[config.mk]
export PLATFORM = sky130hd
export DESIGN_NAME = random_subset_reduction_search_flat
export DESIGN_NICKNAME = d
export VERILOG_FILES = /design/src/hw/rtl/rsrs_pkg.sv /design/src/hw/rtl/rsrs_in_if.sv /design/src/hw/rtl/rsrs_out_if.sv /design/src/hw/rtl/rsrs_div.sv /design/src/hw/rtl/random_subset_reduction_search.sv /design/src/flat_wrapper.sv
export SDC_FILE = /design/constraint.sdc
export NUM_CORES = 1
export LEC_CHECK = 0
export BUFFER_PORTS_ARGS = -buffer_cell sky130_fd_sc_hd__buf_2
export CORE_MARGIN = 2
export CORE_UTILIZATION = 52
export DETAILED_ROUTE_END_ITERATION = 8
export PLACE_DENSITY = 0.72
export SYNTH_ARGS = -nofsm -noshare
export SYNTH_HDL_FRONTEND = slang
export SYNTH_HIERARCHICAL = 1
export SYNTH_SLANG_ARGS = --single-unit
[constraint.sdc]
create_clock -name i_clk -period 14.5 [get_ports i_clk]
set_input_delay 2.9 -clock i_clk [delete_from_list [all_inputs] [get_ports i_clk]]
set_output_delay 2.9 -clock i_clk [all_outputs]
set_load 0.03 [all_outputs]
[src/hw/rtl/rsrs_pkg.sv]
`default_nettype none
// ----------------------------------------------------------------------------
// rsrs_pkg
// Shared types and codes of the random subset reduction search block.
// ----------------------------------------------------------------------------
package rsrs_pkg;

    // Default size of the line block under search.
    localparam int MAX_LINES_DEF = 64;

    // Fixed field widths of the words on the channels and the registers.
    localparam int OPCODE_W = 2;
    localparam int RAND_W   = 16;
    localparam int DELTA_W  = 32;
    localparam int STATUS_W = 2;
    localparam int LINE_W   = 6;
    localparam int COUNT_W  = 7;
    localparam int MASK_W   = 64;
    localparam int ALEN_W   = 7;
    localparam int ITER_W   = 21;
    localparam int CFG_IDX_W  = 2;
    localparam int CFG_DATA_W = 32;

    // Opcodes of an input word.
    localparam logic [OPCODE_W-1:0] OP_RESTART = 2'd0;
    localparam logic [OPCODE_W-1:0] OP_PICK    = 2'd1;
    localparam logic [OPCODE_W-1:0] OP_VERDICT = 2'd2;

    // Status codes of a result word.
    localparam logic [STATUS_W-1:0] ST_OK       = 2'd0;
    localparam logic [STATUS_W-1:0] ST_NO_MATCH = 2'd1;
    localparam logic [STATUS_W-1:0] ST_LONE     = 2'd2;
    localparam logic [STATUS_W-1:0] ST_ENDED    = 2'd3;

    // Configuration register indexes.
    localparam logic [CFG_IDX_W-1:0] CFG_ACTIVE_LENGTH     = 2'd0;
    localparam logic [CFG_IDX_W-1:0] CFG_SUCCESS_THRESHOLD = 2'd1;
    localparam logic [CFG_IDX_W-1:0] CFG_ITERATION_LIMIT   = 2'd2;

    typedef struct packed {
        logic [OPCODE_W-1:0]       opcode;
        logic [RAND_W-1:0]         random_value;
        logic signed [DELTA_W-1:0] latency_delta;
    } t_req_word;

    typedef struct packed {
        logic [STATUS_W-1:0] status;
        logic [LINE_W-1:0]   line_index;
        logic                removing;
        logic [COUNT_W-1:0]  member_count;
        logic [COUNT_W-1:0]  best_count;
        logic [MASK_W-1:0]   current_set;
        logic [MASK_W-1:0]   best_set;
    } t_rsp_word;

endpackage
`default_nettype wire

[src/hw/rtl/rsrs_in_if.sv]
`default_nettype none
// ----------------------------------------------------------------------------
// rsrs_in_if
// Valid/ready channel that carries request words into the search block.
// ----------------------------------------------------------------------------
interface rsrs_in_if
    import rsrs_pkg::*;
();
    logic      valid;
    logic      ready;
    t_req_word data;

    modport source (output valid, output data, input ready);
    modport sink   (input valid, input data, output ready);
endinterface
`default_nettype wire

[src/hw/rtl/rsrs_out_if.sv]
`default_nettype none
// ----------------------------------------------------------------------------
// rsrs_out_if
// Valid/ready channel that carries result words out of the search block.
// ----------------------------------------------------------------------------
interface rsrs_out_if
    import rsrs_pkg::*;
();
    logic      valid;
    logic      ready;
    t_rsp_word data;

    modport source (output valid, output data, input ready);
    modport sink   (input valid, input data, output ready);
endinterface
`default_nettype wire

[src/hw/rtl/rsrs_div.sv]
`default_nettype none
// ----------------------------------------------------------------------------
// rsrs_div
// Iterative restoring divider that returns the remainder, one bit a cycle.
// ----------------------------------------------------------------------------
module rsrs_div
    import rsrs_pkg::*;
#(
    parameter int DIVIDEND_W = RAND_W,
    parameter int DIVISOR_W  = $clog2(MAX_LINES_DEF + 1)
) (
    input  wire logic                  i_clk,
    input  wire logic                  i_rst_n,
    input  wire logic                  i_start,
    input  wire logic [DIVIDEND_W-1:0] i_dividend,
    input  wire logic [DIVISOR_W-1:0]  i_divisor,
    output logic                       o_done,
    output logic [DIVISOR_W-1:0]       o_remainder
);

    localparam int CNT_W = (DIVIDEND_W > 1) ? $clog2(DIVIDEND_W) : 1;

    logic [DIVIDEND_W-1:0] r_quo;
    logic [DIVISOR_W-1:0]  r_div;
    logic [DIVISOR_W-1:0]  r_rem;
    logic [CNT_W-1:0]      r_cnt;
    logic                  r_busy;
    logic                  r_done;

    logic [DIVISOR_W:0] shifted;
    logic [DIVISOR_W:0] diff;
    logic               fits;

    // The partial remainder stays below the divisor, so one more bit fits
    // the shifted value.
    assign shifted = {r_rem, r_quo[DIVIDEND_W-1]};
    assign diff    = shifted - {1'b0, r_div};
    assign fits    = (shifted >= {1'b0, r_div});

    always_ff @(posedge i_clk) begin
        if (!i_rst_n) begin
            r_busy <= 1'b0;
            r_done <= 1'b0;
            r_cnt  <= '0;
        end else begin
            r_done <= 1'b0;
            if (i_start) begin
                r_quo  <= i_dividend;
                r_div  <= i_divisor;
                r_rem  <= '0;
                r_cnt  <= CNT_W'(DIVIDEND_W - 1);
                r_busy <= 1'b1;
            end else if (r_busy) begin
                r_quo <= {r_quo[DIVIDEND_W-2:0], 1'b0};
                r_rem <= fits ? diff[DIVISOR_W-1:0] : shifted[DIVISOR_W-1:0];
                if (r_cnt == '0) begin
                    r_busy <= 1'b0;
                    r_done <= 1'b1;
                end else begin
                    r_cnt <= r_cnt - CNT_W'(1);
                end
            end
        end
    end

    assign o_done      = r_done;
    assign o_remainder = r_rem;

endmodule
`default_nettype wire

[src/hw/rtl/random_subset_reduction_search.sv]
`default_nettype none
// ----------------------------------------------------------------------------
// random_subset_reduction_search
// Heuristic reduction of a subset of lines held as bitmasks.
// ----------------------------------------------------------------------------
// The block takes one word at a time and is not ready while it works on it.
// A restart or a verdict goes from its acceptance to S_DONE, which loads the
// result register before the next word is accepted. A verdict that finds a
// single line left first walks the mask for the lowest member. A pick is the
// long case: a remainder of the random value by the active length L, a walk
// over the L lines to count the candidates, a second remainder by that count
// and a circular walk from line 1 to the chosen candidate. Each remainder
// takes 16 divider steps and a hand-over of the result. Both remainders
// run on one shared bit-serial divider, and the walks read one mask bit a
// cycle. The result sits in an output register, so the next word is
// accepted while the previous result still waits to be taken.
// Configuration writes are taken at any time but must only be made while
// the block is idle.
// ----------------------------------------------------------------------------
module random_subset_reduction_search
    import rsrs_pkg::*;
#(
    parameter int MAX_LINES = MAX_LINES_DEF
) (
    input  wire logic                  i_clk,
    input  wire logic                  i_rst_n,
    input  wire logic                  i_cfg_we,
    input  wire logic [CFG_IDX_W-1:0]  i_cfg_idx,
    input  wire logic [CFG_DATA_W-1:0] i_cfg_data,
    rsrs_in_if.sink                    i_req,
    rsrs_out_if.source                 o_rsp
);

    // Width of a line count up to MAX_LINES and of a line index.
    localparam int LW = $clog2(MAX_LINES + 1);
    localparam int IW = $clog2(MAX_LINES);
    localparam logic [IW-1:0] LAST_IDX = IW'(MAX_LINES - 1);

    typedef enum logic [2:0] {
        S_IDLE,
        S_MOD_LEN,
        S_COUNT,
        S_MOD_CNT,
        S_FIND,
        S_LONE,
        S_DONE
    } t_state;

    // Configuration registers.
    logic [ALEN_W-1:0]         r_active_length;
    logic signed [DELTA_W-1:0] r_threshold;
    logic [ITER_W-1:0]         r_iter_limit;

    // Search state.
    logic [MAX_LINES-1:0] r_cur;
    logic [MAX_LINES-1:0] r_best;
    logic                 r_remove;
    logic [COUNT_W-1:0]   r_member;
    logic [COUNT_W-1:0]   r_best_total;
    logic [IW-1:0]        r_last;
    logic [ITER_W-1:0]    r_vcount;
    logic                 r_over;

    // Sequencer and work registers.
    t_state        r_state;
    logic [IW-1:0] r_idx;
    logic [LW-1:0] r_cnt;
    logic [LW-1:0] r_rnd;
    logic [LW-1:0] r_k;
    logic [STATUS_W-1:0] r_status;
    logic [IW-1:0] r_line;
    logic          r_out_valid;
    t_rsp_word     r_out_data;

    logic                 in_acc;
    logic [LW-1:0]        len;
    logic [IW-1:0]        len_last;
    logic [MAX_LINES-1:0] full_mask;
    logic                 cur_bit;
    logic                 hit;
    logic                 idx_last;
    logic [IW-1:0]        idx_next;
    logic [LW-1:0]        match_total;

    logic                 v_gt;
    logic                 v_lone;
    logic                 v_improve;
    logic                 v_end;
    logic                 n_remove;
    logic [ITER_W-1:0]    n_vcount;

    logic              div_start;
    logic [RAND_W-1:0] div_dividend;
    logic [LW-1:0]     div_divisor;
    logic              div_done;
    logic [LW-1:0]     div_rem;

    assign in_acc = i_req.valid && i_req.ready;
    assign i_req.ready = (r_state == S_IDLE);

    // A length of zero acts as one line, and one above MAX_LINES is clipped.
    always_comb begin
        if (r_active_length == '0) begin
            len = LW'(1);
        end else if (r_active_length > ALEN_W'(MAX_LINES)) begin
            len = LW'(MAX_LINES);
        end else begin
            len = LW'(r_active_length);
        end
    end

    assign len_last = IW'(len - LW'(1));

    always_comb begin
        for (int i = 0; i < MAX_LINES; i++) begin
            full_mask[i] = (i < int'(len));
        end
    end

    // One mask bit is examined per cycle during the walks.
    assign cur_bit     = r_cur[r_idx];
    assign hit         = (cur_bit == r_remove);
    assign idx_last    = (r_idx == len_last);
    assign idx_next    = idx_last ? '0 : r_idx + IW'(1);
    assign match_total = r_cnt + LW'(hit);

    // Verdict decisions, all taken in the cycle the word is accepted.
    assign v_gt      = ($signed(i_req.data.latency_delta) > r_threshold);
    assign v_lone    = v_gt && (r_member == COUNT_W'(1));
    assign v_improve = !v_gt && ((r_member + COUNT_W'(1)) < r_best_total);
    assign n_vcount  = r_vcount + ITER_W'(1);
    assign v_end     = (n_vcount >= r_iter_limit);
    assign n_remove  = v_gt || (r_member == COUNT_W'(len));

    // The divider is shared by the two remainders of a pick.
    always_comb begin
        div_start    = 1'b0;
        div_dividend = i_req.data.random_value;
        div_divisor  = len;
        if (r_state == S_IDLE && in_acc && i_req.data.opcode == OP_PICK && !r_over) begin
            div_start = 1'b1;
        end else if (r_state == S_COUNT && idx_last && match_total != '0) begin
            div_start    = 1'b1;
            div_dividend = RAND_W'(r_rnd);
            div_divisor  = match_total;
        end
    end

    rsrs_div #(
        .DIVIDEND_W (RAND_W),
        .DIVISOR_W  (LW)
    ) u_div (
        .i_clk       (i_clk),
        .i_rst_n     (i_rst_n),
        .i_start     (div_start),
        .i_dividend  (div_dividend),
        .i_divisor   (div_divisor),
        .o_done      (div_done),
        .o_remainder (div_rem)
    );

    always_ff @(posedge i_clk) begin
        if (!i_rst_n) begin
            r_active_length <= ALEN_W'(64);
            r_threshold     <= DELTA_W'(100);
            r_iter_limit    <= ITER_W'(1000);
            r_cur           <= '1;
            r_best          <= '1;
            r_remove        <= 1'b1;
            r_member        <= COUNT_W'(MAX_LINES);
            r_best_total    <= COUNT_W'(MAX_LINES);
            r_last          <= '0;
            r_vcount        <= '0;
            r_over          <= 1'b0;
            r_state         <= S_IDLE;
            r_out_valid     <= 1'b0;
            r_idx           <= '0;
            r_cnt           <= '0;
            r_status        <= ST_OK;
            r_line          <= '0;
        end else begin
            if (i_cfg_we) begin
                unique case (i_cfg_idx)
                    CFG_ACTIVE_LENGTH:     r_active_length <= i_cfg_data[ALEN_W-1:0];
                    CFG_SUCCESS_THRESHOLD: r_threshold     <= i_cfg_data[DELTA_W-1:0];
                    CFG_ITERATION_LIMIT:   r_iter_limit    <= i_cfg_data[ITER_W-1:0];
                    default: ;
                endcase
            end

            if (o_rsp.valid && o_rsp.ready && r_state != S_DONE) begin
                r_out_valid <= 1'b0;
            end

            unique case (r_state)
                S_IDLE: begin
                    if (in_acc) begin
                        r_status <= ST_OK;
                        r_line   <= '0;
                        r_state  <= S_DONE;
                        unique case (i_req.data.opcode)
                            OP_RESTART: begin
                                r_cur        <= full_mask;
                                r_best       <= full_mask;
                                r_remove     <= 1'b1;
                                r_member     <= COUNT_W'(len);
                                r_best_total <= COUNT_W'(len);
                                r_last       <= '0;
                                r_vcount     <= '0;
                                r_over       <= 1'b0;
                            end
                            OP_PICK: begin
                                if (r_over) begin
                                    r_status <= ST_ENDED;
                                end else begin
                                    r_state <= S_MOD_LEN;
                                end
                            end
                            OP_VERDICT: begin
                                if (r_over) begin
                                    r_status <= ST_ENDED;
                                end else if (v_lone) begin
                                    // One line left: report the lowest member.
                                    r_remove <= 1'b1;
                                    r_over   <= 1'b1;
                                    r_status <= ST_LONE;
                                    r_idx    <= '0;
                                    r_state  <= S_LONE;
                                end else begin
                                    r_remove <= n_remove;
                                    if (v_improve) begin
                                        r_best <= r_cur | (MAX_LINES'(1) << r_last);
                                        r_best_total <= r_member + COUNT_W'(1);
                                    end
                                    r_vcount <= n_vcount;
                                    if (v_end) begin
                                        r_over   <= 1'b1;
                                        r_status <= ST_ENDED;
                                    end
                                end
                            end
                            default: ;
                        endcase
                    end
                end
                S_MOD_LEN: begin
                    if (div_done) begin
                        r_rnd   <= div_rem;
                        r_idx   <= '0;
                        r_cnt   <= '0;
                        r_state <= S_COUNT;
                    end
                end
                S_COUNT: begin
                    if (idx_last) begin
                        if (match_total == '0) begin
                            r_status <= ST_NO_MATCH;
                            r_state  <= S_DONE;
                        end else begin
                            r_state <= S_MOD_CNT;
                        end
                    end else begin
                        r_cnt <= match_total;
                        r_idx <= r_idx + IW'(1);
                    end
                end
                S_MOD_CNT: begin
                    if (div_done) begin
                        r_k     <= div_rem;
                        r_idx   <= (len == LW'(1)) ? '0 : IW'(1);
                        r_state <= S_FIND;
                    end
                end
                S_FIND: begin
                    if (hit && r_k == '0) begin
                        r_cur[r_idx] <= ~cur_bit;
                        r_member <= r_remove ? r_member - COUNT_W'(1)
                                             : r_member + COUNT_W'(1);
                        r_last   <= r_idx;
                        r_line   <= r_idx;
                        r_state  <= S_DONE;
                    end else begin
                        if (hit) begin
                            r_k <= r_k - LW'(1);
                        end
                        r_idx <= idx_next;
                    end
                end
                S_LONE: begin
                    if (cur_bit) begin
                        r_line  <= r_idx;
                        r_state <= S_DONE;
                    end else if (r_idx == LAST_IDX) begin
                        // An empty mask reports line zero.
                        r_line  <= '0;
                        r_state <= S_DONE;
                    end else begin
                        r_idx <= r_idx + IW'(1);
                    end
                end
                S_DONE: begin
                    if (!r_out_valid || o_rsp.ready) begin
                        r_out_valid             <= 1'b1;
                        r_out_data.status       <= r_status;
                        r_out_data.line_index   <= LINE_W'(r_line);
                        r_out_data.removing     <= r_remove;
                        r_out_data.member_count <= r_member;
                        r_out_data.best_count   <= r_best_total;
                        r_out_data.current_set  <= MASK_W'(r_cur);
                        r_out_data.best_set     <= MASK_W'(r_best);
                        r_state                 <= S_IDLE;
                    end
                end
                default: r_state <= S_IDLE;
            endcase
        end
    end

    assign o_rsp.valid = r_out_valid;
    assign o_rsp.data  = r_out_data;

    // A result word only appears after the sequencer has finished a word.
    a_valid_from_done: assert property (@(posedge i_clk) disable iff (!i_rst_n)
        $rose(o_rsp.valid) |-> $past(r_state == S_DONE))
        else $error("result word raised outside the finishing state");

    // Taking a line always moves the member count by one.
    a_pick_moves_count: assert property (@(posedge i_clk) disable iff (!i_rst_n)
        (r_state == S_FIND && hit && r_k == '0) |=> (r_member != $past(r_member)))
        else $error("pick did not change the member count");

    // Both line walks stay inside the active lines.
    a_walk_in_range: assert property (@(posedge i_clk) disable iff (!i_rst_n)
        (r_state == S_FIND || r_state == S_COUNT) |-> (LW'(r_idx) < len))
        else $error("line walk left the active lines");

    // The member count never exceeds the block size when a word finishes.
    a_member_bound: assert property (@(posedge i_clk) disable iff (!i_rst_n)
        (r_state == S_DONE) |-> (r_member <= COUNT_W'(MAX_LINES)))
        else $error("member count above the number of lines");

endmodule
`default_nettype wire
[src/flat_wrapper.sv]
// flat-port wrapper written by rule: the top's interface ports become plain ports
module random_subset_reduction_search_flat import rsrs_pkg::*;
#(
    parameter int MAX_LINES = MAX_LINES_DEF
)
  (i_clk, i_rst_n, i_cfg_we, i_cfg_idx, i_cfg_data, i_req_valid, i_req_data, i_req_ready, o_rsp_valid, o_rsp_data, o_rsp_ready);
  rsrs_in_if i_req_i ();
  rsrs_out_if o_rsp_i ();
  input  wire logic i_clk;
  input  wire logic i_rst_n;
  input  wire logic i_cfg_we;
  input  wire logic [CFG_IDX_W-1:0] i_cfg_idx;
  input  wire logic [CFG_DATA_W-1:0] i_cfg_data;
  input wire logic [$bits(i_req_i.valid)-1:0] i_req_valid;
  input wire logic [$bits(i_req_i.data)-1:0] i_req_data;
  output wire logic [$bits(i_req_i.ready)-1:0] i_req_ready;
  output wire logic [$bits(o_rsp_i.valid)-1:0] o_rsp_valid;
  output wire logic [$bits(o_rsp_i.data)-1:0] o_rsp_data;
  input wire logic [$bits(o_rsp_i.ready)-1:0] o_rsp_ready;
  assign i_req_i.valid = i_req_valid;
  assign i_req_i.data = i_req_data;
  assign i_req_ready = i_req_i.ready;
  assign o_rsp_valid = o_rsp_i.valid;
  assign o_rsp_data = o_rsp_i.data;
  assign o_rsp_i.ready = o_rsp_ready;
  random_subset_reduction_search #(.MAX_LINES(MAX_LINES)) u_core (.i_clk(i_clk), .i_rst_n(i_rst_n), .i_cfg_we(i_cfg_we), .i_cfg_idx(i_cfg_idx), .i_cfg_data(i_cfg_data), .i_req(i_req_i), .o_rsp(o_rsp_i));
endmodule
After elaboration in Yosys (flattened, before gate mapping)
Cells that the tools add are included.
{ "word_totals": {"register_bits": 457, "input_bits": 89, "output_inout_bits": 153, "wordCells": 313} }
{ "op_classes": {"n_addsub": 9, "order_cmp": 71, "n_eq_ne": 38, "n_shift": 1, "mux": 105, "n_bitwise": 4, "n_reduce_logical": 53} }
{ "op_table": {"columns": ["cell", "count"], "rows": [
  ["64-bit two-way mux", 6],
  ["64-bit one-hot mux with 2 select lines", 2],
  ["6-bit by 7-bit less-than comparator with 1-bit output, first input constant", 32],
  ["7-bit two-way mux", 18],
  ["5-bit by 7-bit less-than comparator with 1-bit output, first input constant", 16],
  ["6-bit two-way mux", 17],
  ["64-bit bitwise mux", 1],
  ["16-bit two-way mux", 4],
  ["64-bit OR", 1],
  ["1-bit by 6-bit left shift with 64-bit output, first input constant", 1],
  ["4-bit by 7-bit less-than comparator with 1-bit output, first input constant", 8],
  ["7-bit one-hot mux with 2 select lines", 4],
  ["21-bit two-way mux", 2],
  ["21-bit one-hot mux with 2 select lines", 1],
  ["6-bit one-hot mux with 6 select lines", 1],
  ["3-bit two-way mux", 11],
  ["32-bit > comparator", 1],
  ["3-bit by 7-bit less-than comparator with 1-bit output, first input constant", 4],
  ["2-bit inequality test, second input constant", 14],
  ["21-bit by 1-bit adder with 21-bit output, second input constant", 1],
  ["21-bit >= comparator", 1],
  ["7-bit zero test", 3],
  ["3-bit one-hot mux with 7 select lines", 1],
  ["6-bit one-hot mux with 3 select lines", 1],
  ["other kinds (55)", 130]
]} }

Depth between registers and ports, before layout
Gate-level depths: netlist of the first run.
{ "logic_depth": {"ltp_word": 11, "mapped_depth": 24, "mapped_depth_nobuf": 17} }

Hierarchy
Netlist of the first run, hierarchy kept.
{ "by_module_without_submodules": {"columns": ["module", "n_inst", "cells_each", "area_per_inst_um2"], "rows": [
  ["random_subset_reduction_search", 1, 2405, 21529.4],
  ["rsrs_div", 1, 150, 1861.8]
]} }

Least setup slack after synthesis of the first run
Ideal clock, no wire load.
{ "synth_path": {"path_kind": "input port to flip-flop", "startpoint": "input i_rst_n", "endpoint": "register u_core.r_out_data (netlist bit u_core/o_rsp.data[0]), enable pin", "setup_ns": 0.663, "arrival_ns": 9.937, "slack_ns": 3.899, "stages": 5, "n_path_buf": 3, "cell_sequence": "clkbuf_1 clkbuf_1 clkbuf_1 nand2_1 nor2_1"} }
{ "synth_between": {"elab_chain_cells": 1} }
{ "synth_lines": {"columns": ["element", "line_no", "source"], "rows": [
  ["from (decl)", "flat_wrapper.sv:10", "input wire logic i_rst_n;"],
  ["3-bit AND reduction (no line)", null, null],
  ["to (decl)", "random_subset_reduction_search.sv:73", "t_rsp_word r_out_data;"]
]} }
Every way passes these cells.
A chain may end at the register's enable or synchronous reset.

Final worst setup path of the first run
{ "layout_path": {"startpoint": "register u_core.r_idx[0]", "endpoint": "register u_core.u_div.r_quo[7], enable pin"} }
{ "layout_between": {"elab_chain_cells": 10, "elab_cells_between_ends": 12} }
{ "layout_lines": {"columns": ["element", "line_no", "source"], "rows": [
  ["from (decl)", "random_subset_reduction_search.sv:66", "logic [IW-1:0] r_idx;"],
  ["from (signal assigned)", "random_subset_reduction_search.sv:264", "r_idx <= r_idx + IW'(1);"],
  ["from (signal assigned)", "random_subset_reduction_search.sv:270", "r_idx <= (len == LW'(1)) ? '0 : IW'(1);"],
  ["from (signal assigned)", "random_subset_reduction_search.sv:286", "r_idx <= idx_next;"],
  ["1-bit binary-select mux with 6-bit select", "random_subset_reduction_search.sv:121", "assign cur_bit = r_cur[r_idx];"],
  ["1-bit two-way mux (implied by the code)", "random_subset_reduction_search.sv:121", null],
  ["1-bit equality test", "random_subset_reduction_search.sv:122", "assign hit = (cur_bit == r_remove);"],
  ["7-bit by 1-bit adder with 7-bit output", "random_subset_reduction_search.sv:125", "assign match_total = r_cnt + LW'(hit);"],
  ["7-bit nonzero test", "random_subset_reduction_search.sv:142", "end else if (r_state == S_COUNT && idx_last && match_total != '0) begin"],
  ["1-bit logical AND *", "random_subset_reduction_search.sv:142", null],
  ["1-bit two-way mux *", "random_subset_reduction_search.sv:142", null],
  ["1-bit two-way mux *", "random_subset_reduction_search.sv:140", "if (r_state == S_IDLE && in_acc && i_req.data.opcode == OP_PICK && !r_over) begin"],
  ["named net u_core.div_start", "random_subset_reduction_search.sv:92", "logic div_start;"],
  ["2-bit nonzero test (no line) *", null, null],
  ["2-bit AND reduction (no line) *", null, null],
  ["to (signal assigned)", "rsrs_div.sv:48", "r_quo <= i_dividend;"],
  ["to (signal assigned)", "rsrs_div.sv:54", "r_quo <= {r_quo[DIVIDEND_W-2:0], 1'b0};"],
  ["to (decl)", "rsrs_div.sv:23", "logic [DIVIDEND_W-1:0] r_quo;"]
]} }
The timed path passes the listed nets; every way through them passes the cells marked *. The select of a mux whose other input is x is not followed.

==> results of run 1 <==
==> where the power goes <==
group / leakage (nW) / internal (mW) / switching [mW]
sequential: 3.79 / 1.44 / 0.0801
clock: 0.818 / 0.797 / 0.531
combinational: 5.17 / 0.248 / 0.560
==> worst max-delay path, cell delays in order, from the launching register on <==
cell	delay [ps]
dfxtp_1	760
buf_4	420
nor2b_1	410
a221oi_1	150
a211oi_1	360
o2111a_2	310
and3_4	600
xnor2_1	190
buf_4	250
ha_1	230
ha_1	250
nand3_1	170
xor2_1	180
and4_1	200
nand3_1	140
nand3_1	790
nand2_1	1100
o21a_1	920
==> cells in the final DEF, fill, tap and decap left out, types with 9 or more instances in the layout <==
master | netlist | final
ha_1 | 79 | 78
a21o_1 | 13 | 13
a211o_1 | 15 | 15
and2_1 | 24 | 24
nor4_1 | 15 | 15
nand2b_1 | 18 | 18
o22ai_1 | 32 | 32
buf_4 | 2 | 42
mux2_2 | 28 | 28
bufinv_16 | 0 | 9
o31ai_1 | 12 | 12
a211oi_1 | 70 | 70
or2_2 | 9 | 9
inv_1 | 103 | 102
or4_1 | 10 | 10
nand3b_1 | 16 | 16
nand2_1 | 334 | 333
clkbuf_1 | 154 | 11
xor2_1 | 15 | 15
nor2_1 | 168 | 166
nand3_1 | 51 | 50
a22oi_1 | 20 | 20
nor2b_1 | 23 | 23
nor3_1 | 53 | 51
o311ai_0 | 10 | 10
xnor2_1 | 37 | 37
clkbuf_16 | 0 | 48
dfxtp_1 | 262 | 262
o21ai_0 | 141 | 141
nand4_1 | 29 | 29
and3_1 | 15 | 15
a21oi_1 | 257 | 257
o211ai_1 | 82 | 82
a31oi_1 | 23 | 23
buf_2 | 16 | 240
edfxtp_1 | 195 | 195
o21a_1 | 10 | 10
nor3b_1 | 11 | 11
or3_1 | 10 | 10
mux2i_1 | 38 | 38
==> metal layers <==
| metal | track usage [%] | vias up | share of wire (%) |
|---|---|---|---|
| li1 | - | 9618 | - |
| met1 | 45.67 | 10200 | 38 |
| met2 | 59.95 | 1096 | 47 |
| met5 | 0 | - | 0 |
| met3 | 5.361 | 287 | 7.0 |
| met4 | 25.62 | 0 | 7.7 |
==> state kept, by name (all words and copies together), names as in the netlist, 7 cells and up <==
register / flops
u_core/o_rsp.data: 151
u_core/r_best: 64
u_core/r_cur: 64
u_core/r_threshold: 32
u_core/r_iter_limit: 21
u_core/r_vcount: 21
u_core/u_div/r_quo: 16
u_core/r_active_length: 7
u_core/r_best_total: 7
u_core/r_cnt: 7
u_core/r_k: 7
u_core/r_member: 7
u_core/r_rnd: 7
u_core/u_div/o_remainder: 7
u_core/u_div/r_div: 7
==> metrics by stage <==
step | setup WS, ps | area [um2] | util, % | power, mW
floorplan | 3899 | 23390 | - | 2.090
global placement | 6979 | 24860 | 56.10 | 2.318
detailed placement | 6697 | 24860 | 56.10 | 2.333
CTS | 6699 | 26540 | 59.88 | 3.650
global route | 6103 | 26540 | 59.88 | 3.788
finish | 6599 | 26540 | 59.88 | 3.660
==> worst max-delay path by stage <==
stage                     slack (ps)                endpoint            start  depth (start not counted)
after global placement          6980   u_core/u_div/r_quo[6]  u_core/r_idx[0]                         17
after CTS                       6700  u_core/u_div/r_quo[10]  u_core/r_idx[0]                         17
after detailed placement        6700  u_core/u_div/r_quo[10]  u_core/r_idx[0]                         17
after global routing            6100  u_core/u_div/r_quo[10]  u_core/r_idx[0]                         17
after floorplan                 3900    u_core/o_rsp.data[0]          i_rst_n                          5
final                           6600   u_core/u_div/r_quo[7]  u_core/r_idx[0]                         17
==> cell type report <==
cell class	instances	share of cell area [%]
multi-input combinational	1797	41.85
sequential	457	41.83
timing repair buffer	282	5.714
clock buffer	64	4.941
tap	592	2.791
inverter	105	1.495
clock inverter	24	1.377
==> kinds of logic after synthesis <==
| logic type | share of synthesized area [%] |
|---|---|
| and+or+nand+nor | 16.48 |
| AOI/OAI and AO/OA | 21.10 |
| DFF | 47.46 |
| buffers and inverters | 5.242 |
| adders and majority gates | 4.311 |
| muxes | 3.466 |
| xor gates and xnor gates | 1.947 |
==> results_dict.tcl, run 1 <==
set metrics [dict create \
    status "complete, no violations" \
    start_kind "flip-flop" \
    grt_pass1_wl_um 129300 \
    post-route-period-util_pct 54.49 \
    fp.dieW_um 216.1 \
    arrival_ps 8120 \
    synthTopCellsByArea "edfxtp_1, dfxtp_1, a21oi_1, nand2_1, ha_1" \
    finClkSkew_ps 38.22 \
    initial_core_util_pct 52.78 \
    io_pins 242 \
    cts_buffers 47 \
    cts_resized 0 \
    place_hpwl_um 62740 \
    grt_max_degree 91 \
    crit_path_max_fanout 39 \
    ys_ff_latch 457 \
    hp-start "u_core/r_best[7]" \
    worstReg2RegStart "u_core/r_idx[0]" \
    io_buffers 241 \
    vias 21200 \
    place_congestion 1.022 \
    instances_no_fill 3321 \
    grt_pass1_vias 20240 \
    synth_area_leader_cell "edfxtp_1" \
    die_h_um 216.1 \
    drt_iter0_drc 2381 \
    syn_area_per_cell_um2 9.155 \
    overflow 0 \
    yosys_most_used_dff "dfxtp_1" \
    slew_viol_final 0 \
    grt_setup_unrepaired "false" \
    clk_pin_slew_ps 60 \
    synth_nets 2724 \
    syn-cell-area_mm2 0.02339 \
    tightest_slew_ps 1250 \
    syn2layout_area_growth_pct 13.45 \
    ff2ff_setup_slack_ps 6600 \
    grtUsageTotal_pct 36.98 \
    first_pass_iters 5 \
    antenna_found_initial 0 \
    setup-tns-final_ps 0 \
    worstHoldPathType "reg -> reg" \
    layout-drive-gt1-share_pct 15.65 \
    multi_input_area_mm2 0.01111 \
    whs_ps 426.6 \
    holdPathStages 0 \
    hold_violations 0 \
    final-seq-area_mm2 0.01110 \
    yosys-top-cells-count "nand2_1, dfxtp_1, a21oi_1, edfxtp_1, nor2_1" \
    yosys_warnings 6 \
    synth-async-reset-ratio_pct 0 \
    ys_seq_area_share_pct 47.46 \
    routed_wl_um 88010 \
    crit_path_end_kind "flip-flop" \
    post-cts-setup-buffers 0 \
    ff2ff_path_depth 17 \
    die_area_mm2 0.04669 \
    max-vdd-ir-drop_mv 0.09722 \
    maxCapViolCount 0 \
    slew_headroom_pct 16.33 \
    fill_cells 3808 \
    final_nets 2859 \
    cts_sinks 457 \
    antenna_left 0 \
    wire_per_inst_um 26.50 \
    critPathKind "reg -> reg" \
    crit_required_ps 14720 \
    n_antenna_cell 0 \
    fin_crit_ps 7901 \
    vias_per_cell 6.383 \
    fmax_mhz 126.6 \
    synth.most_common_cell "nand2_1" \
    power.leakage_nw 9.778 \
    std_cell_rows 77 \
    yosysUniqueCellTypes 97 \
    synthCells 2555 \
    clock-root-buffer "clkbuf_16" \
    synth_top_area_share_pct 25.03 \
    synth_edf_count 195 \
    final-setup-viol-count 0 \
    htree_levels 2 \
    r2r-end "u_core/u_div/r_quo[7]" \
    clk_latency_ps 610 \
    core_mm2 0.04432 \
    whs_endpoint "u_core/o_rsp.data[7]" \
    cts_buffer_depth 3 \
    p_per_area_mw_per_mm2 137.9 \
    dp_cells 3233 \
    tritoncts "done" \
    postCtsHoldBufs 0 \
    route.detailed.drc 0 \
]
Power figures use the tool's default switching activity.
==> run 2: changes to the inputs <==
- PLACE_DENSITY: 0.72 -> 0.75
- clock period: 14.5 -> 6.7 ns (I/O delays scaled with it)
==> run 2 against run 1 <==
Utilization grew 0.19 points; non-clock buffer count grew 6; cell count grew 0.24%; wire length grew 1.5%; sequential power grew 120%; critical endpoint is now u_core/u_div/r_quo[1]; largest cell class unchanged.
==> results_dict.tcl, run 2 (synthesized netlist as in run 1, its figures left out) <==
set metrics [dict create \
    power.leakage_nw 9.828 \
    routed_wl_um 89370 \
    multi_input_area_mm2 0.01111 \
    crit_path_end_kind "flip-flop" \
    antenna_left 0 \
    cp_common_cell "nand3_1" \
    clk_pin_slew_ps 60 \
    overflow 0 \
    fin_crit_ps 5405 \
    report.power.total_mw 7.916 \
    whs_endpoint "u_core/o_rsp.data[129]" \
    crit_path_max_fanout 27 \
    ff2ff_setup_slack_ps 1300 \
    most-common-layout-cells "nand2_1, dfxtp_1, a21oi_1" \
    place_hpwl_um 63550 \
    holdPathStages 0 \
    switchingPower_mw 2.568 \
    post-route-period-util_pct 80.66 \
    grt_pass1_vias 20710 \
    grt_pass1_wl_um 132100 \
    die_h_um 216.1 \
    arrival_ps 5750 \
    layout-drive-gt1-share_pct 16.08 \
    io_pins 242 \
    ff2ff_path_depth 16 \
    clock-root-buffer "clkbuf_16" \
    busiest_layer "met2" \
    p_sw_share_pct 32.44 \
    io_buffers 241 \
    dpl_cell_area_mm2 0.02494 \
    final-setup-viol-count 0 \
    tritoncts "done" \
    start_kind "flip-flop" \
    finalWorstSetupSlack_ps 1296 \
    slew_headroom_pct 5.183 \
    syn2layout_area_growth_pct 13.81 \
    dp_cells 3239 \
    initial_core_util_pct 52.78 \
    route.detailed.drc 0 \
    antenna_found_initial 0 \
    final_common_cell "nand2_1" \
    status "complete, no violations" \
    vias_per_cell 6.394 \
    final_nets 2866 \
    fill_cells 3820 \
    wire_per_inst_um 26.85 \
    internal-power_mw 5.348 \
    final-seq-area_mm2 0.01110 \
    first_pass_iters 6 \
    post-cts-setup-buffers 0 \
    drt_iter0_drc 2552 \
    grt_setup_unrepaired "false" \
    crit_required_ps 7050 \
    std_cell_rows 77 \
    tightest_slew_ps 1422 \
    pwr-share-comb_pct 22.2 \
    slowest_delay_ps 1120 \
    hold_violations 0 \
    seq_power_share_pct 41.9 \
    setup-tns-final_ps 0 \
    cts_sinks 457 \
    clk_latency_ps 610 \
    worstReg2RegStart "u_core/r_idx[2]" \
    largest_reg_flops 151 \
    postLayoutCellArea_mm2 0.02662 \
    critPathKind "reg -> reg" \
    fmax_mhz 185.0 \
    cp_slowest_cell "dfxtp_1" \
    vias 21290 \
    p_per_area_mw_per_mm2 297.4 \
    grtUsageTotal_pct 37.69 \
    postCtsHoldBufs 0 \
    instances_no_fill 3329 \
    core_mm2 0.04432 \
    r2r-end "u_core/u_div/r_quo[1]" \
    grt.met3_usage_pct 5.642 \
    cts_buffers 48 \
    finClkSkew_ps 29.72 \
    hp-start "u_core/r_best_total[1]" \
    cts_buffer_depth 3 \
    cts_resized 0 \
    place_congestion 1.015 \
    worstHoldPathType "reg -> reg" \
    max-vdd-ir-drop_mv 0.2233 \
    met1_usage_pct 46.38 \
    die_area_mm2 0.04669 \
    crit_chain "inv_1, a211o_1, a211oi_1, o2111a_2, and3_4, xnor2_2, ha_1, ha_1, nand3_1, nor2_1, xnor2_1, nand3_1, nand3_1, buf_4, mux2_2, mux2_2" \
    globalRouteMet2Util_pct 61.05 \
    n_antenna_cell 0 \
    grt_max_degree 147 \
    slew_viol_final 0 \
    maxCapViolCount 0 \
    p_clk_share_pct 36.0 \
    htree_levels 2 \
    dpl_worst_slack_ps 1422 \
    fp.dieW_um 216.1 \
]
[run 2: changes by cell type in the layout (fill, tap and decap cells not counted), sizes merged]
cell,before,now
buf,282,288
bufinv,9,7
clkinv,13,16
inv,106,107
[run 2: metal layers]
metal,vias to the layer above,share of wire (%)
met4,0,7.8
li1,9635,-
met5,-,0
met1,10300,38
met3,299,7.3
met2,1051,47
[run 2: critical path, delay by kind of cell (launching register included)]
family	cells	cell delay (ps)
compound gates	3	970
xor+xnor	2	300
simple gates	5	920
flops	1	1120
mux	2	650
fa+ha+maj	2	450
buf+inv	2	730
[run 2: how the worst max path moves through the flow]
| stage | start | to | slack [ps] |
|---|---|---|---|
| 2_1_floorplan | i_rst_n | u_core/o_rsp.data[0] | 200 |
| 3_3_place_gp | u_core/r_idx[2] | u_core/u_div/r_quo[4] | 1540 |
| 3_5_place_dp | u_core/r_idx[2] | u_core/u_div/r_quo[1] | 1420 |
| 4_1_cts | u_core/r_idx[2] | u_core/u_div/r_quo[1] | 1410 |
| 5_1_grt | u_core/r_idx[2] | u_core/u_div/r_quo[1] | 990 |
| 6_report | u_core/r_idx[2] | u_core/u_div/r_quo[1] | 1300 |
[run 2: layout make-up]
class	instances	area share (%)
Multi-Input combinational cell	1797	41.73
Sequential cell	457	41.70
Timing Repair Buffer	288	5.959
Clock buffer	64	5.001
Tap cell	592	2.782
Inverter	105	1.490
Clock inverter	26	1.335
[run 2: power groups by stage]
stage	Combinational [mW]	Sequential, mW	Clock, mW
final	1.76	3.31	2.85
after global routing	1.89	3.33	2.98
after CTS	1.71	3.31	2.87
after detailed placement	1.70	3.37	0
after global placement	1.67	3.36	0
after floorplan	1.19	3.32	0
[run 2: through the flow]
step | hold slack (ps) | util, %
2_1_floorplan | 406.4 | -
3_3_place_gp | 413.0 | 56.26
3_5_place_dp | 414.0 | 56.26
4_1_cts | 428.7 | 60.07
5_1_grt | 439.4 | 60.07
6_report | 428.3 | 60.07
